File: config.mk
export PLATFORM = sky130hd
export DESIGN_NAME = kvi_ram
export DESIGN_NICKNAME = d
export VERILOG_FILES = /design/src/keyframe_vector_interpolator_core_defines.svh /design/src/kvi_ram.sv
export SDC_FILE = /design/constraint.sdc
export NUM_CORES = 1
export LEC_CHECK = 0
export BUFFER_PORTS_ARGS = -buffer_cell sky130_fd_sc_hd__buf_2
export CAP_MARGIN = 20
export CORE_MARGIN = 3
export CORE_UTILIZATION = 30
export DETAILED_ROUTE_END_ITERATION = 7
export SLEW_MARGIN = 10
export SYNTH_ARGS = -nofsm -noshare
export SYNTH_HDL_FRONTEND = slang
export SYNTH_SLANG_ARGS = --single-unit
File: constraint.sdc
create_clock -name aclk -period 1.3 [get_ports aclk]
set_input_delay 0.26 -clock aclk [delete_from_list [all_inputs] [get_ports aclk]]
set_output_delay 0.26 -clock aclk [all_outputs]
set_load 0.03 [all_outputs]
File: src/keyframe_vector_interpolator_core_defines.svh
// Assertion helpers shared by the keyframe interpolator RTL.
// Each macro expands to one labelled concurrent assertion on the rising edge of aclk.
// Checking is suspended while aresetn is low.
`ifndef KEYFRAME_VECTOR_INTERPOLATOR_CORE_DEFINES_SVH
`define KEYFRAME_VECTOR_INTERPOLATOR_CORE_DEFINES_SVH

// The consequent must hold in the same cycle as the antecedent.
`define KVI_ASSERT_SAME(label, ante, cons, msg) \
    label: assert property (@(posedge aclk) disable iff (!aresetn) (ante) |-> (cons)) \
        else $error(msg);

// The consequent must hold in the cycle after the antecedent.
`define KVI_ASSERT_NEXT(label, ante, cons, msg) \
    label: assert property (@(posedge aclk) disable iff (!aresetn) (ante) |=> (cons)) \
        else $error(msg);

`endif

File: src/kvi_ram.sv
`timescale 1ns / 1ps

module kvi_ram #(
    parameter int WIDTH = 8,
    parameter int DEPTH = 2
) (
    input  logic                     aclk,
    input  logic                     we,
    input  logic [$clog2(DEPTH)-1:0] waddr,
    input  logic [WIDTH-1:0]         wdata,
    input  logic [$clog2(DEPTH)-1:0] raddr,
    output logic [WIDTH-1:0]         rdata
);

    logic [WIDTH-1:0] mem [DEPTH];
    logic [WIDTH-1:0] rdata_reg;

    // One write port and one registered read port.
    always_ff @(posedge aclk) begin
        if (we) begin
            mem[waddr] <= wdata;
        end
        rdata_reg <= mem[raddr];
    end

    assign rdata = rdata_reg;

endmodule

==> impl_metrics.py <==
metrics = {
    "clock_network": {
        "cts_tree": "built",
        "h-tree-depth": 1,
        "cts_root_buffer": "clkbuf_4",
        "cts_resized": 0,
        "cts_buffers": 3,
        "post-cts-setup-buffer-count": 0,
        "cts-hold-fix-buffers": 0,
        "clkSinkCount": 24,
        "clk-insertion-delay-late_ns": 0.29,
        "clkSlewWorstSetupHoldPaths_ns": 0.11,
        "clockBufferDepth": 2,
    },
    "route": {
        "wl_per_cell_um": 10.72,
        "ant_nets": 0,
        "routed_via_density": 4.023,
        "drc": 0,
        "initialDrtViolationCount": 4,
        "dr.pass1.iters": 3,
        "num_vias": 346,
        "wl_um": 922,
    },
    "pwr": {
        "power_density_mw_per_mm2": 1424,
        "pwr-share-seq_pct": 66.4,
        "total_power_mw": 1.334,
        "max-vdd-ir-drop_v": 0.0006049,
        "switchingPower_mw": 0.2860,
        "clkPwrFrac_pct": 22.8,
        "cellLeakagePower_nw": 0.3835,
        "cell_internal_pwr_mw": 1.048,
        "swShare_pct": 21.44,
        "pwr-share-comb_pct": 10.9,
    },
    "setup_path": {
        "worstPathCellList": "buf_2",
        "cp.required_ns": 1.04,
        "cp-end-kind": "primary output",
        "crit_slowest_cell": "dfxtp_1",
        "cp.arrival_ns": 0.81,
        "cp-start-kind": "register",
        "cpPeakStageDelay_ns": 0.33,
        "critPathMaxFanout": 1,
        "critical_path.top_delay_family": "flip-flops",
        "critical_path_class": "reg2out",
        "critPathBufInv": 1,
    },
    "floorplanning": {
        "die_h_um": 57.14,
        "io_pins": 20,
        "die_area_mm2": 0.003264,
        "core_area_mm2": 0.002340,
        "floorplan.die.width_um": 57.14,
        "start_util_pct": 33.53,
        "row_count": 17,
    },
    "status": {
        "status": "finished clean",
    },
    "global_route": {
        "grt_max_degree": 14,
        "antenna_found_initial": 0,
        "grt_first_pass_wirelength_mm": 1.449,
        "grt-ovfl-total": 0,
        "grt_pass1_vias": 333,
        "grtUsageTotal_pct": 6.079,
    },
    "sta": {
        "min_period_over_period_pct": 82.24,
        "final-hold-violation-count": 0,
        "tightestPinTransition_ns": 0.3617,
        "slew_violations": 0,
        "whs_ns": 0.1424,
        "timing.final.ws_setup_ns": 0.2309,
        "slew_headroom_pct": 75.88,
        "grt_setup_unrepaired": "no",
        "setup-tns-final_ns": 0,
        "period_minus_slack_ns": 1.069,
        "setup_viol": 0,
        "skew_ns": 0.001486,
        "fmax_mhz": 935.4,
    },
    "synth": {
        "netlist_area_um2": 784.5,
        "ys_seq_area_share_pct": 81.66,
        "ys_warn_count": 0,
        "synth_cells": 35,
        "synth.ff_latch_count": 24,
        "synth_nets": 47,
        "avgSynthCellArea_um2": 22.41,
        "synth.distinct_cells": 6,
    },
    "placement": {
        "pre_cts_ws_ns": 0.2584,
        "portBuffers": 19,
        "gp_congestion": 0.6122,
        "dp_cells": 82,
    },
    "layout": {
        "fin_nets": 71,
        "layout-drive-gt1-share_pct": 53.45,
        "syn_to_final_growth_pct": 19.46,
        "diodes": 0,
        "largest_reg_flops": 16,
        "final_cells": 86,
        "n_fill_cell": 233,
    },
    "flow_run": {
        "drv.max_cap_violation_count": 0,
    },
    "hold_path": {
        "hp-class": "in2reg",
    },
}
==> synthesized netlist by cell type, drive strengths merged <==
cell     n  area share (%)
edfxtp  16              61
dfxtp    8              20
mux2     8              15
and2     1            0.80
buf      1             1.4
nor2b    1            0.80
==> per-stage QoR <==
step	cell area [um2]	util, %
floorplan	784.5	-
global placement	910.9	38.93
detailed placement	910.9	38.93
CTS	937.1	40.05
global route	937.1	40.05
finish	937.1	40.05
==> metal layers <==
layer | global-route usage (%) | vias to the layer above | part of all wire [%] | wire (um)
met2 | 10.77 | 12 | 54 | 495
met1 | 5.983 | 157 | 37 | 343
li1 | - | 177 | - | -
met3 | 3.394 | 0 | 9.0 | 83
met5 | 0 | - | 0 | 0
met4 | 1.987 | 0 | 0 | 0
==> placed cells by master, fill, tap and decap left out <==
cell type	count
nor2b_1	1
mux2_4	8
edfxtp_1	16
clkbuf_4	3
buf_4	1
buf_2	19
dfxtp_1	8
and2_1	1
clkinv_1	1
==> worst paths after layout <==
kind / cells past startpoint / slack, ns / endpoint / from
hold reg to reg: 1 / 0.48 / rdata[7] / mem[0][7]
setup / recovery: 1 / 0.23 / rdata[0] / rdata[0]
setup reg to reg: 1 / 0.55 / rdata[6] / mem[0][6]
hold / removal: 1 / 0.14 / mem[1][2] / wdata[2]
==> cell type report <==
class / instances / area (um2) / area share [%]
Timing Repair Buffer: 20 / 102.6 / 10.95
Tap cell: 28 / 35.03 / 3.738
Sequential cell: 24 / 640.6 / 68.36
Clock buffer: 3 / 22.52 / 2.403
Clock inverter: 1 / 3.754 / 0.4005
Multi-Input combinational cell: 10 / 132.6 / 14.15
==> power by group through the flow <==
stage / clock [mW] / sequential, mW / combinational [mW]
global placement: 0 / 0.903 / 0.147
detailed placement: 0 / 0.904 / 0.148
finish: 0.304 / 0.885 / 0.145
CTS: 0.323 / 0.886 / 0.148
global route: 0.352 / 0.893 / 0.154
floorplan: 0 / 0.950 / 0.0525
==> kinds of logic after synthesis <==
logic type             Yosys count  share of synthesized area, %
muxes                            8                         15.31
buffers and inverters            1                         1.435
and+or+nand+nor                  2                         1.596
DFF                             24                         81.66
Power figures use the tool's default switching activity.
