===== config.mk =====
export PLATFORM = sky130hd
export DESIGN_NAME = kvi_lerp
export DESIGN_NICKNAME = d
export VERILOG_FILES = /design/src/keyframe_vector_interpolator_core_defines.svh /design/src/kvi_pkg.sv /design/src/kvi_lerp.sv
export SDC_FILE = /design/constraint.sdc
export NUM_CORES = 2
export LEC_CHECK = 0
export BUFFER_PORTS_ARGS = -buffer_cell sky130_fd_sc_hd__buf_4
export CORE_MARGIN = 2
export CORE_UTILIZATION = 45
export CTS_BUF_LIST = sky130_fd_sc_hd__clkbuf_8
export CTS_CLUSTER_SIZE = 28
export DETAILED_ROUTE_END_ITERATION = 10
export HOLD_SLACK_MARGIN = 0.08
export PLACE_DENSITY = 0.73
export SYNTH_ARGS = -nofsm -noshare
export SYNTH_HDL_FRONTEND = slang
export SYNTH_SLANG_ARGS = --single-unit

===== constraint.sdc =====
create_clock -name aclk -period 5.56 [get_ports aclk]
set_input_delay 0.834 -clock aclk [delete_from_list [all_inputs] [get_ports aclk]]
set_output_delay 0.834 -clock aclk [all_outputs]
set_load 0.01 [all_outputs]

===== src/keyframe_vector_interpolator_core_defines.svh =====
// Assertion helpers shared by the keyframe interpolator RTL.
// Each macro expands to one labelled concurrent assertion on the rising edge of aclk.
// Checking is suspended while aresetn is low.
`ifndef KEYFRAME_VECTOR_INTERPOLATOR_CORE_DEFINES_SVH
`define KEYFRAME_VECTOR_INTERPOLATOR_CORE_DEFINES_SVH

// The consequent must hold in the same cycle as the antecedent.
`define KVI_ASSERT_SAME(label, ante, cons, msg) \
    label: assert property (@(posedge aclk) disable iff (!aresetn) (ante) |-> (cons)) \
        else $error(msg);

// The consequent must hold in the cycle after the antecedent.
`define KVI_ASSERT_NEXT(label, ante, cons, msg) \
    label: assert property (@(posedge aclk) disable iff (!aresetn) (ante) |=> (cons)) \
        else $error(msg);

`endif


===== src/kvi_pkg.sv =====
`timescale 1ns / 1ps

package kvi_pkg;

    // Field widths of the stream items.
    localparam int KIND_W   = 2;
    localparam int TIME_W   = 24;
    localparam int VAL_W    = 32;
    localparam int STATUS_W = 2;

    // Interpolation fraction: Q0.16 with one extra bit so that 1.0 is exact.
    localparam int FRAC_W   = 17;
    localparam int DIV_CNT_W = $clog2(FRAC_W + 1);

    localparam int DEFAULT_MAX_KEYS = 64;

    // Command kinds carried in tuser.
    localparam logic [KIND_W-1:0] KIND_CLEAR  = 2'd0;
    localparam logic [KIND_W-1:0] KIND_APPEND = 2'd1;
    localparam logic [KIND_W-1:0] KIND_QUERY  = 2'd2;

    // Result status codes.
    localparam logic [STATUS_W-1:0] STAT_OK    = 2'd0;
    localparam logic [STATUS_W-1:0] STAT_EMPTY = 2'd1;
    localparam logic [STATUS_W-1:0] STAT_FULL  = 2'd2;
    localparam logic [STATUS_W-1:0] STAT_ORDER = 2'd3;

    // Vector component selection inside the interpolation unit.
    localparam logic [1:0] COMP_X = 2'd0;
    localparam logic [1:0] COMP_Y = 2'd1;
    localparam logic [1:0] COMP_Z = 2'd2;

    typedef struct packed {
        logic signed [VAL_W-1:0] z;
        logic signed [VAL_W-1:0] y;
        logic signed [VAL_W-1:0] x;
    } vec_t;

    typedef struct packed {
        logic [TIME_W-1:0] ktime;
        vec_t              kvec;
    } key_t;

    localparam int KEY_W = $bits(key_t);

    typedef enum logic [2:0] {
        ST_IDLE,
        ST_FIRST,
        ST_SCAN,
        ST_DIV,
        ST_LERP,
        ST_DONE
    } state_t;

    typedef enum logic [1:0] {
        LP_IDLE,
        LP_SUB,
        LP_MUL,
        LP_ADD
    } lerp_phase_t;

endpackage


===== src/kvi_lerp.sv =====
`timescale 1ns / 1ps

module kvi_lerp
    import kvi_pkg::*;
(
    input  logic              aclk,
    input  logic              aresetn,
    input  logic              start,
    input  vec_t              vec_a,
    input  vec_t              vec_b,
    input  logic [FRAC_W-1:0] frac,
    output logic              done,
    output vec_t              result
);

    localparam int DIFF_W = VAL_W + 1;
    localparam int PROD_W = DIFF_W + FRAC_W + 1;

    lerp_phase_t phase_reg;
    lerp_phase_t phase_next;

    logic [1:0]               comp_reg;
    logic [FRAC_W-1:0]        frac_reg;
    logic signed [DIFF_W-1:0] diff_reg;
    logic signed [PROD_W-1:0] prod_reg;
    vec_t                     res_reg;
    logic                     done_reg;

    logic signed [VAL_W-1:0]  a_c;
    logic signed [VAL_W-1:0]  b_c;
    logic signed [FRAC_W:0]   frac_s;
    logic signed [PROD_W-1:0] sum;
    logic                     last_comp;

    // Phase sequence: subtract, multiply, add, once per component.
    always_comb begin
        phase_next = phase_reg;
        unique case (phase_reg)
            LP_IDLE: if (start) phase_next = LP_SUB;
            LP_SUB:  phase_next = LP_MUL;
            LP_MUL:  phase_next = LP_ADD;
            LP_ADD:  phase_next = last_comp ? LP_IDLE : LP_SUB;
        endcase
    end

    // Operand selection for the component under work.
    always_comb begin
        unique case (comp_reg)
            COMP_X: begin
                a_c = vec_a.x;
                b_c = vec_b.x;
            end
            COMP_Y: begin
                a_c = vec_a.y;
                b_c = vec_b.y;
            end
            default: begin
                a_c = vec_a.z;
                b_c = vec_b.z;
            end
        endcase
        last_comp = comp_reg == COMP_Z;
        frac_s    = $signed({1'b0, frac_reg});
        // The arithmetic shift rounds the scaled step towards minus infinity.
        sum       = PROD_W'(a_c) + (prod_reg >>> 16);
    end

    always_ff @(posedge aclk) begin
        if (!aresetn) begin
            phase_reg <= LP_IDLE;
            done_reg  <= 1'b0;
        end else begin
            phase_reg <= phase_next;
            done_reg  <= (phase_reg == LP_ADD) && last_comp;
        end
    end

    // Shared datapath: one subtractor, one multiplier and one adder.
    always_ff @(posedge aclk) begin
        unique case (phase_reg)
            LP_IDLE: begin
                if (start) begin
                    frac_reg <= frac;
                    comp_reg <= COMP_X;
                end
            end
            LP_SUB: diff_reg <= DIFF_W'(b_c) - DIFF_W'(a_c);
            LP_MUL: prod_reg <= diff_reg * frac_s;
            LP_ADD: begin
                unique case (comp_reg)
                    COMP_X:  res_reg.x <= sum[VAL_W-1:0];
                    COMP_Y:  res_reg.y <= sum[VAL_W-1:0];
                    default: res_reg.z <= sum[VAL_W-1:0];
                endcase
                comp_reg <= comp_reg + 1'b1;
            end
        endcase
    end

    assign done   = done_reg;
    assign result = res_reg;

endmodule


==> metrics <==
status=finished, violations left; failing checks=setup timing; Worst setup EP type=register; antenna cells=0; first-pass GRT wire length=121000 um; GP Congestion=0.895; CP delay by family, top=adder cells; CTS Buf Count=17; CTS tree=done; Clock Tree Root=clkbuf_8; critical path class=reg2reg; Critical Path Max Stage Delay=0.55 ns; worst setup path startpoint=frac_reg[3]; R2R depth=25; dpl hpwl=63700 um; CORE AREA=0.0627 mm2; Worst Hold Depth=1; final number of max-transition violations=0; CTS Buffer Depth=2; Critical Path Slowest Stage Cell=fa_1; Max Cap Viol=0; Final min period=6.46 ns; 1st-iter DRT viols=1413; Residual DRC=0; hold worst-path end=frac_reg[8]; Pre-Repair DR Iteration Count=5; Worst setup SP type=register; insertion delay to the later sink of the worst-skew pair=0.58 ns; Async S/R FF share, synth=0%; Net count, final=4304; skew final=0.0301 ns; Setup TNS=-17.61 ns; post-route design area=0.0349 mm2; gr ovfl total=0; Area after DPL=0.0338 mm2; CP Max Fanout=6; gr usage total=24.3%; sequential fraction of the synthesis area=19.2%; worst path arrival time=6.78 ns; die span in y=255 um; multi-input logic area=0.0207 mm2; starting density of the core=45.3%; Synth Register Bits=183; Synth Cell Area=0.0284 mm2; initial antenna violation count=2; Core Rows=92; FF-to-FF Start=frac_reg[3]; register-to-register setup slack=-0.90 ns; number of global-route vias before repair=22800; storage element area=0.00547 mm2; Synth warnings=0; Worst-Margin Slew=0.773 ns; vias per inst=5.12; clock sink total=183; vias=21800; setup ws final=-0.903 ns; Main synth FF type=edfxtp_1; EDFF count, synth=180; die area=0.0651 mm2; hold path startpoint=frac[8]; Hold Crit Class=in2reg; Worst-path clk slew=0.13 ns; Critical Path RT=5.87 ns; Net Count, Synth=3812; synth-to-layout area growth=23.0%; Routed Antenna Nets=0; distinct cell type count of the synthesized netlist=76; f_max=155 MHz; fillers=5394; Buf+Inv Stages, Crit Path=9; Avg WL per Cell=18.1 um; # H-tree levels=4; Die X=255 um; drt total wl=76900 um; max FFs per register=96; unrepaired setup endpoints after global routing=yes; Final period util=116%; share of layout cells above drive strength 1=22.5%; Post-Place Worst Slack=-0.761 ns; IO Port Bufs=308; Crit Reg-Reg Endpoint=prod_reg[45]; Worst slew margin=47.8%; Top Ports=309; largest net degree at the start of global routing=37; Final Hold Fails=0; Final setup viols=30; post-synthesis cell count=2904; Synth Area per Inst=9.78 um2; post-layout util=55.7%
-- cell type report --
class | instances | area share [%]
inverters | 662 | 7.11
clock buffers | 17 | 0.670
well taps | 846 | 3.03
flip-flops and latches | 183 | 15.6
repair buffers | 582 | 13.8
clock inverters | 15 | 0.484
multi-input cells | 1950 | 59.3
-- cell families after synthesis --
kind of cell | count (synthesis) | share of synthesized area (%)
AO/OA/AOI/OAI | 342 | 8.73
AND/OR/NAND/NOR | 810 | 14.4
adder cells (fa/ha/maj) | 696 | 44.3
multiplexers | 2 | 0.0749
flip-flops | 183 | 19.2
buffers and inverters | 771 | 10.2
XOR/XNOR | 100 | 3.08
-- routing by layer --
metal,routed length (um),GRT usage [%],share of wire [%]
met5,26,0,0.034
met4,2810,8.84,3.7
met3,3760,3.42,4.9
met2,39900,42.3,52
met1,30400,30.8,40
-- repair_timing --
action                     4_1_cts  5_1_grt
cloned                           2        1
setup buffers                   17       19
hold buffers                     0        0
gates resized for setup         61       61
setup endpoints to repair       30       32
pin swaps                       31       50
-- layout by cell type (no fill, tap or decap), drive strengths merged, types with 6 or more instances in the layout --
cell and count:
a211oi 10, a21o 65, a21oi 83, a22o 34, a22oi 33, and2 312, and3 14, buf 581
clkbuf 18, edfxtp 180, fa 516, ha 180, inv 668, nand2 345, nand2b 12, nand3 19
nor2 44, nor2b 13, nor3 19, o21a 14, o21ai 34, o21bai 11, o22ai 6, o31ai 7
or2 8, or3 6, xnor2 74, xor2 26
-- through the flow --
stage	hold WS, ns	cells
3_3_place_gp	0.546	4193
2_1_floorplan	0.513	2904
4_1_cts	0.368	4244
5_1_grt	0.400	4255
3_5_place_dp	0.556	4193
6_report	0.420	4255
-- how the worst max path moves through the flow --
stage | depth (start not counted) | slack (ns) | to
floorplan | 22 | -0.32 | prod_reg[47]
global placement | 23 | -0.63 | prod_reg[47]
detailed placement | 23 | -0.76 | prod_reg[47]
CTS | 24 | -0.80 | prod_reg[47]
global route | 22 | -1.10 | prod_reg[47]
finish | 25 | -0.90 | prod_reg[45]
-- synth_stat cells (all sizes together), types with 34 or more instances --
cell,count,area [um2]
clkbuf,102,383
nor2,44,165
fa,516,10300
ha,180,2250
a21o,65,497
edfxtp,180,5410
o21ai,34,181
a22o,34,298
a21oi,83,427
nand2,345,1290
xnor2,74,648
and2,312,1950
inv,662,2480
Power is left out: the tool's default activity adds up to more than one toggle a clock period on the data nets, which glitch-free logic cannot reach.
