File: src/keyframe_vector_interpolator_core_defines.svh
// Assertion helpers shared by the keyframe interpolator RTL.
// Each macro expands to one labelled concurrent assertion on the rising edge of aclk.
// Checking is suspended while aresetn is low.
`ifndef KEYFRAME_VECTOR_INTERPOLATOR_CORE_DEFINES_SVH
`define KEYFRAME_VECTOR_INTERPOLATOR_CORE_DEFINES_SVH

// The consequent must hold in the same cycle as the antecedent.
`define KVI_ASSERT_SAME(label, ante, cons, msg) \
    label: assert property (@(posedge aclk) disable iff (!aresetn) (ante) |-> (cons)) \
        else $error(msg);

// The consequent must hold in the cycle after the antecedent.
`define KVI_ASSERT_NEXT(label, ante, cons, msg) \
    label: assert property (@(posedge aclk) disable iff (!aresetn) (ante) |=> (cons)) \
        else $error(msg);

`endif

File: src/kvi_pkg.sv
`timescale 1ns / 1ps

package kvi_pkg;

    // Field widths of the stream items.
    localparam int KIND_W   = 2;
    localparam int TIME_W   = 24;
    localparam int VAL_W    = 32;
    localparam int STATUS_W = 2;

    // Interpolation fraction: Q0.16 with one extra bit so that 1.0 is exact.
    localparam int FRAC_W   = 17;
    localparam int DIV_CNT_W = $clog2(FRAC_W + 1);

    localparam int DEFAULT_MAX_KEYS = 64;

    // Command kinds carried in tuser.
    localparam logic [KIND_W-1:0] KIND_CLEAR  = 2'd0;
    localparam logic [KIND_W-1:0] KIND_APPEND = 2'd1;
    localparam logic [KIND_W-1:0] KIND_QUERY  = 2'd2;

    // Result status codes.
    localparam logic [STATUS_W-1:0] STAT_OK    = 2'd0;
    localparam logic [STATUS_W-1:0] STAT_EMPTY = 2'd1;
    localparam logic [STATUS_W-1:0] STAT_FULL  = 2'd2;
    localparam logic [STATUS_W-1:0] STAT_ORDER = 2'd3;

    // Vector component selection inside the interpolation unit.
    localparam logic [1:0] COMP_X = 2'd0;
    localparam logic [1:0] COMP_Y = 2'd1;
    localparam logic [1:0] COMP_Z = 2'd2;

    typedef struct packed {
        logic signed [VAL_W-1:0] z;
        logic signed [VAL_W-1:0] y;
        logic signed [VAL_W-1:0] x;
    } vec_t;

    typedef struct packed {
        logic [TIME_W-1:0] ktime;
        vec_t              kvec;
    } key_t;

    localparam int KEY_W = $bits(key_t);

    typedef enum logic [2:0] {
        ST_IDLE,
        ST_FIRST,
        ST_SCAN,
        ST_DIV,
        ST_LERP,
        ST_DONE
    } state_t;

    typedef enum logic [1:0] {
        LP_IDLE,
        LP_SUB,
        LP_MUL,
        LP_ADD
    } lerp_phase_t;

endpackage

File: src/kvi_div.sv
`timescale 1ns / 1ps

module kvi_div
    import kvi_pkg::*;
(
    input  logic              aclk,
    input  logic              aresetn,
    input  logic              start,
    input  logic [TIME_W-1:0] offset,
    input  logic [TIME_W-1:0] span,
    output logic              done,
    output logic [FRAC_W-1:0] frac
);

    logic [TIME_W-1:0]    rem_reg;
    logic [TIME_W-1:0]    span_reg;
    logic [FRAC_W-1:0]    q_reg;
    logic [DIV_CNT_W-1:0] cnt_reg;
    logic                 first_reg;
    logic                 busy_reg;
    logic                 done_reg;

    logic [TIME_W:0]      shifted;
    logic [TIME_W:0]      trial;
    logic                 fits;
    logic [TIME_W-1:0]    rem_next;

    // Restoring step. The offset never exceeds the span, so the first step
    // compares the offset itself and yields the integer bit of the fraction.
    always_comb begin
        shifted  = first_reg ? {1'b0, rem_reg} : {rem_reg, 1'b0};
        trial    = shifted - {1'b0, span_reg};
        fits     = shifted >= {1'b0, span_reg};
        rem_next = fits ? trial[TIME_W-1:0] : shifted[TIME_W-1:0];
    end

    // Sequencing: one quotient bit per cycle.
    always_ff @(posedge aclk) begin
        if (!aresetn) begin
            busy_reg <= 1'b0;
            done_reg <= 1'b0;
            cnt_reg  <= '0;
        end else begin
            done_reg <= 1'b0;
            if (start) begin
                busy_reg <= 1'b1;
                cnt_reg  <= DIV_CNT_W'(FRAC_W);
            end else if (busy_reg) begin
                cnt_reg <= cnt_reg - 1'b1;
                if (cnt_reg == DIV_CNT_W'(1)) begin
                    busy_reg <= 1'b0;
                    done_reg <= 1'b1;
                end
            end
        end
    end

    // Remainder and quotient registers.
    always_ff @(posedge aclk) begin
        if (start) begin
            rem_reg   <= offset;
            span_reg  <= span;
            q_reg     <= '0;
            first_reg <= 1'b1;
        end else if (busy_reg) begin
            rem_reg   <= rem_next;
            q_reg     <= {q_reg[FRAC_W-2:0], fits};
            first_reg <= 1'b0;
        end
    end

    assign done = done_reg;
    assign frac = q_reg;

endmodule

File: config.mk
export PLATFORM = sky130hd
export DESIGN_NAME = kvi_div
export DESIGN_NICKNAME = d
export VERILOG_FILES = /design/src/keyframe_vector_interpolator_core_defines.svh /design/src/kvi_pkg.sv /design/src/kvi_div.sv
export SDC_FILE = /design/constraint.sdc
export NUM_CORES = 1
export LEC_CHECK = 0
export BUFFER_PORTS_ARGS = -buffer_cell sky130_fd_sc_hd__buf_2
export CAP_MARGIN = 10
export CORE_MARGIN = 3
export CORE_UTILIZATION = 50
export CTS_CLUSTER_DIAMETER = 100
export DETAILED_ROUTE_END_ITERATION = 16
export HOLD_SLACK_MARGIN = 0.03
export PLACE_DENSITY = 0.78
export SYNTH_ARGS = -nofsm -noshare
export SYNTH_HDL_FRONTEND = slang
export SYNTH_SLANG_ARGS = --single-unit
File: constraint.sdc
create_clock -name aclk -period 3.98 [get_ports aclk]
set_clock_uncertainty 0.1 [all_clocks]
set_input_delay 0.796 -clock aclk [delete_from_list [all_inputs] [get_ports aclk]]
set_output_delay 0.796 -clock aclk [all_outputs]
set_load 0.05 [all_outputs]
==> summary.md <==
| Metric | Value |
|---|---|
| Critical path arrival | 3.76 ns |
| Seq/Total Area, Yosys | 42.8% |
| CTS tree | yes |
| Fin. max-slew vios | 0 |
| Slew HR | 24.3% |
| Slew at the pin with the worst max-slew slack | 1.13 ns |
| Buffer and inverter count on the worst path | 1 |
| Remaining DRCs | 0 |
| Die Width | 101 um |
| Post-synth top flop | edfxtp_1 |
| Post-Synth XOR/XNOR Area | 4.44% |
| Ys async rst share | 0% |
| Worst Path Max Fanout | 15 |
| H-tree depth | 3 |
| Cell chain of the critical path | buf_4 > mux2_2 > ha_1 > and3_1 > nand2_1 > or3_1 > o21ai_2 > o21ai_0 > a31o_2 |
| Max incr delay on CP | 0.74 ns |
| Critical path class | register to register |
| CTS Buf Count | 9 |
| Synth-to-layout area growth | 14.3% |
| Port Buffer Count | 68 |
| CP max-delay cell | o21ai_2 |
| IO Pins | 69 |
| HP Class | register to register |
| Endpoints failing hold | 0 |
| Family with the most delay on the worst path | compound AO/OA/AOI/OAI gates |
| Fill count | 759 |
| Part of the cycle the worst path needs | 94.1% |
| Routed WL | 9.74 mm |
| Syn avg cell area | 10.2 sq um |
| First-pass GRT wire length | 16.0 mm |
| Die height | 101 um |
| Final HPWL DP | 7.08 mm |
| Max-cap viol count | 0 |
| Placed cells | 610 |
| Unrepaired setup endpoints after global routing | false |
| Post-Synth Adder-Cell Area | 8.43% |
| Inserted Diodes | 0 |
| Initial antenna violation count | 0 |
| Row cnt | 34 |
| Hold buffer count at cts | 0 |
| Fmax | 267 MHz |
| Reg-to-reg setup timing slack | 0.24 ns |
| Most common cell after layout, fill and taps aside | buf_2 |
| Final setup vio count | 0 |
| Initial core utilization | 51.8% |
| Mux cell area share after synthesis | 11.5% |
| Largest net degree at the start of global routing | 42 |
| Seq. cell area | 0.00194 sq mm |
| Power per cell area | 571 mW/mm^2 |
| Core box area | 0.00876 sq mm |
| Yosys reg bits | 73 |
| Vias post-DR | 3508 |
| Commonest cells after routing, fill and taps aside | buf_2, edfxtp_1, nor2_1, nand2_1, inv_1 |
| Post-detailed-route count of antenna-violating nets | 0 |
| GPL Wtd Cong | 0.900 |
| Post-synth EDFFs | 48 |
| Remaining Overflow, GRT | 0 |
| Layout Cells excl Fill | 626 |
| Unique masters post-synth | 63 |
| Synth Area in Compound Gates | 14.9% |
| Vias in the first global route | 3490 |
| CP required | 4.00 ns |
| Syn. warnings | 0 |
| Leakage power | 2.28 nW |
| Startpoint Class | register |
| Peak VDD IR | 0.279 mV |
| Multi-input gate area | 0.00238 sq mm |
| Via/cell ratio | 5.60 |
| Routed len/inst | 15.6 um |
| Simple-gate portion of the synthesized area | 13.2% |
| Status | complete, no violations |
| Fraction of layout cells with a size suffix above 1 | 24.7% |
| Setup TNS Final | 0 ns |
| CTS clk-pin slew, worst paths | 0.09 ns |
| Clock Latency Late Sink | 0.37 ns |
| Total track usage | 19.7% |
| Initial drt markers | 128 |
| Post-synthesis instance area | 0.00454 sq mm |
| Yosys top cell area share | 31.8% |
| Clock sink count | 73 |
| Yosys top cell by area | edfxtp_1 |
| Top cells by area, synth | edfxtp_1, dfxtp_1, ha_1, mux2_2, mux2i_1 |
| Longest Clk Path Bufs | 2 |
| Total die area | 0.0103 sq mm |
| Syn Inst Count | 446 |
| Largest family of logic cells by synthesized area | compound AO/OA/AOI/OAI gates |
| CP Capture Type | register |
| Syn_nets | 527 |
| # nets final | 594 |
| First-pass iteration count of the detailed router | 4 |
| Fin crit period | 3.74 ns |
| Root Buffer | clkbuf_8 |
==> worst min-delay path, stage by stage (launching register included) <==
cell and delay (ns):
dfxtp_1 0.33, mux2i_1 0.06, nor2_1 0.07
==> layout make-up <==
class,instances,share of cell area (%)
Clock buffer,11,3.35
Multi-Input combinational cell,323,45.9
Clock inverter,5,0.748
Inverter,30,2.17
Sequential cell,73,37.5
Tap cell,108,2.61
Timing Repair Buffer,76,7.72
==> metal layers <==
layer	track usage, %	vias to the layer above	wire length [um]
met2	33.2	89	4640
met1	24.5	1653	4380
met3	5.10	16	510
met4	6.54	0	211
li1	-	1750	-
met5	0	-	0
==> synth_stat cells, types with 3 or more instances <==
cell	n
nor2b_1	4
nand3_1	8
nor2_1	35
inv_1	30
nand2b_1	5
mux2i_1	25
ha_1	29
a21o_1	10
and3_1	3
a21oi_1	25
a311o_1	7
nor3_1	14
buf_1	3
xor2_1	10
nor4_1	3
nand4_1	3
clkbuf_1	12
a21boi_0	3
o21ai_0	19
o21bai_1	3
dfxtp_1	25
xnor2_1	13
a31oi_1	3
nand2_1	33
mux2_2	24
and2_1	8
edfxtp_1	48
==> kinds of logic after synthesis <==
family	count (synthesis)
AND/OR/NAND/NOR	125
XOR/XNOR	23
buffers and inverters	50
multiplexers	49
flip-flops	73
AO/OA/AOI/OAI	96
adder cells (fa/ha/maj)	30
==> path summary, 6_finish.rpt <==
check / startpoint / to / cells after the start
setup / recovery: first_reg$_SDFFE_PP1P_ / rem_reg[4]$_DFFE_PP_ / 9
hold / removal: frac[16]$_SDFFE_PP0P_ / frac[16]$_SDFFE_PP0P_ / 2
setup reg to reg: first_reg$_SDFFE_PP1P_ / rem_reg[4]$_DFFE_PP_ / 9
hold reg to reg: frac[16]$_SDFFE_PP0P_ / frac[16]$_SDFFE_PP0P_ / 2
==> power by group <==
| group | switching (mW) | total (mW) | internal, mW |
|---|---|---|---|
| Combinational | 0.744 | 1.34 | 0.599 |
| Sequential | 0.0521 | 0.995 | 0.943 |
| Clock | 0.313 | 0.622 | 0.309 |
| Total | 1.11 | 2.96 | 1.85 |
==> stage by stage <==
step                      setup WS, ns  power, mW  hold WS [ns]  instance area [sq um]  utilization [%]
after floorplan                  0.238       2.07         0.384                   4540                -
after detailed placement         0.194       2.33         0.380                   4970             56.7
after global placement           0.281       2.28         0.372                   4970             56.7
after CTS                        0.161       2.96         0.400                   5180             59.2
after global routing            0.0866       3.16         0.440                   5190             59.2
final                            0.237       2.96         0.397                   5190             59.2
==> timing repair <==
item	in CTS	in global routing
endpoints found under the setup margin	0	8
gates resized for setup	0	1
setup buffers	0	0
endpoints found under the hold margin	0	0
Power figures use the tool's default switching activity.
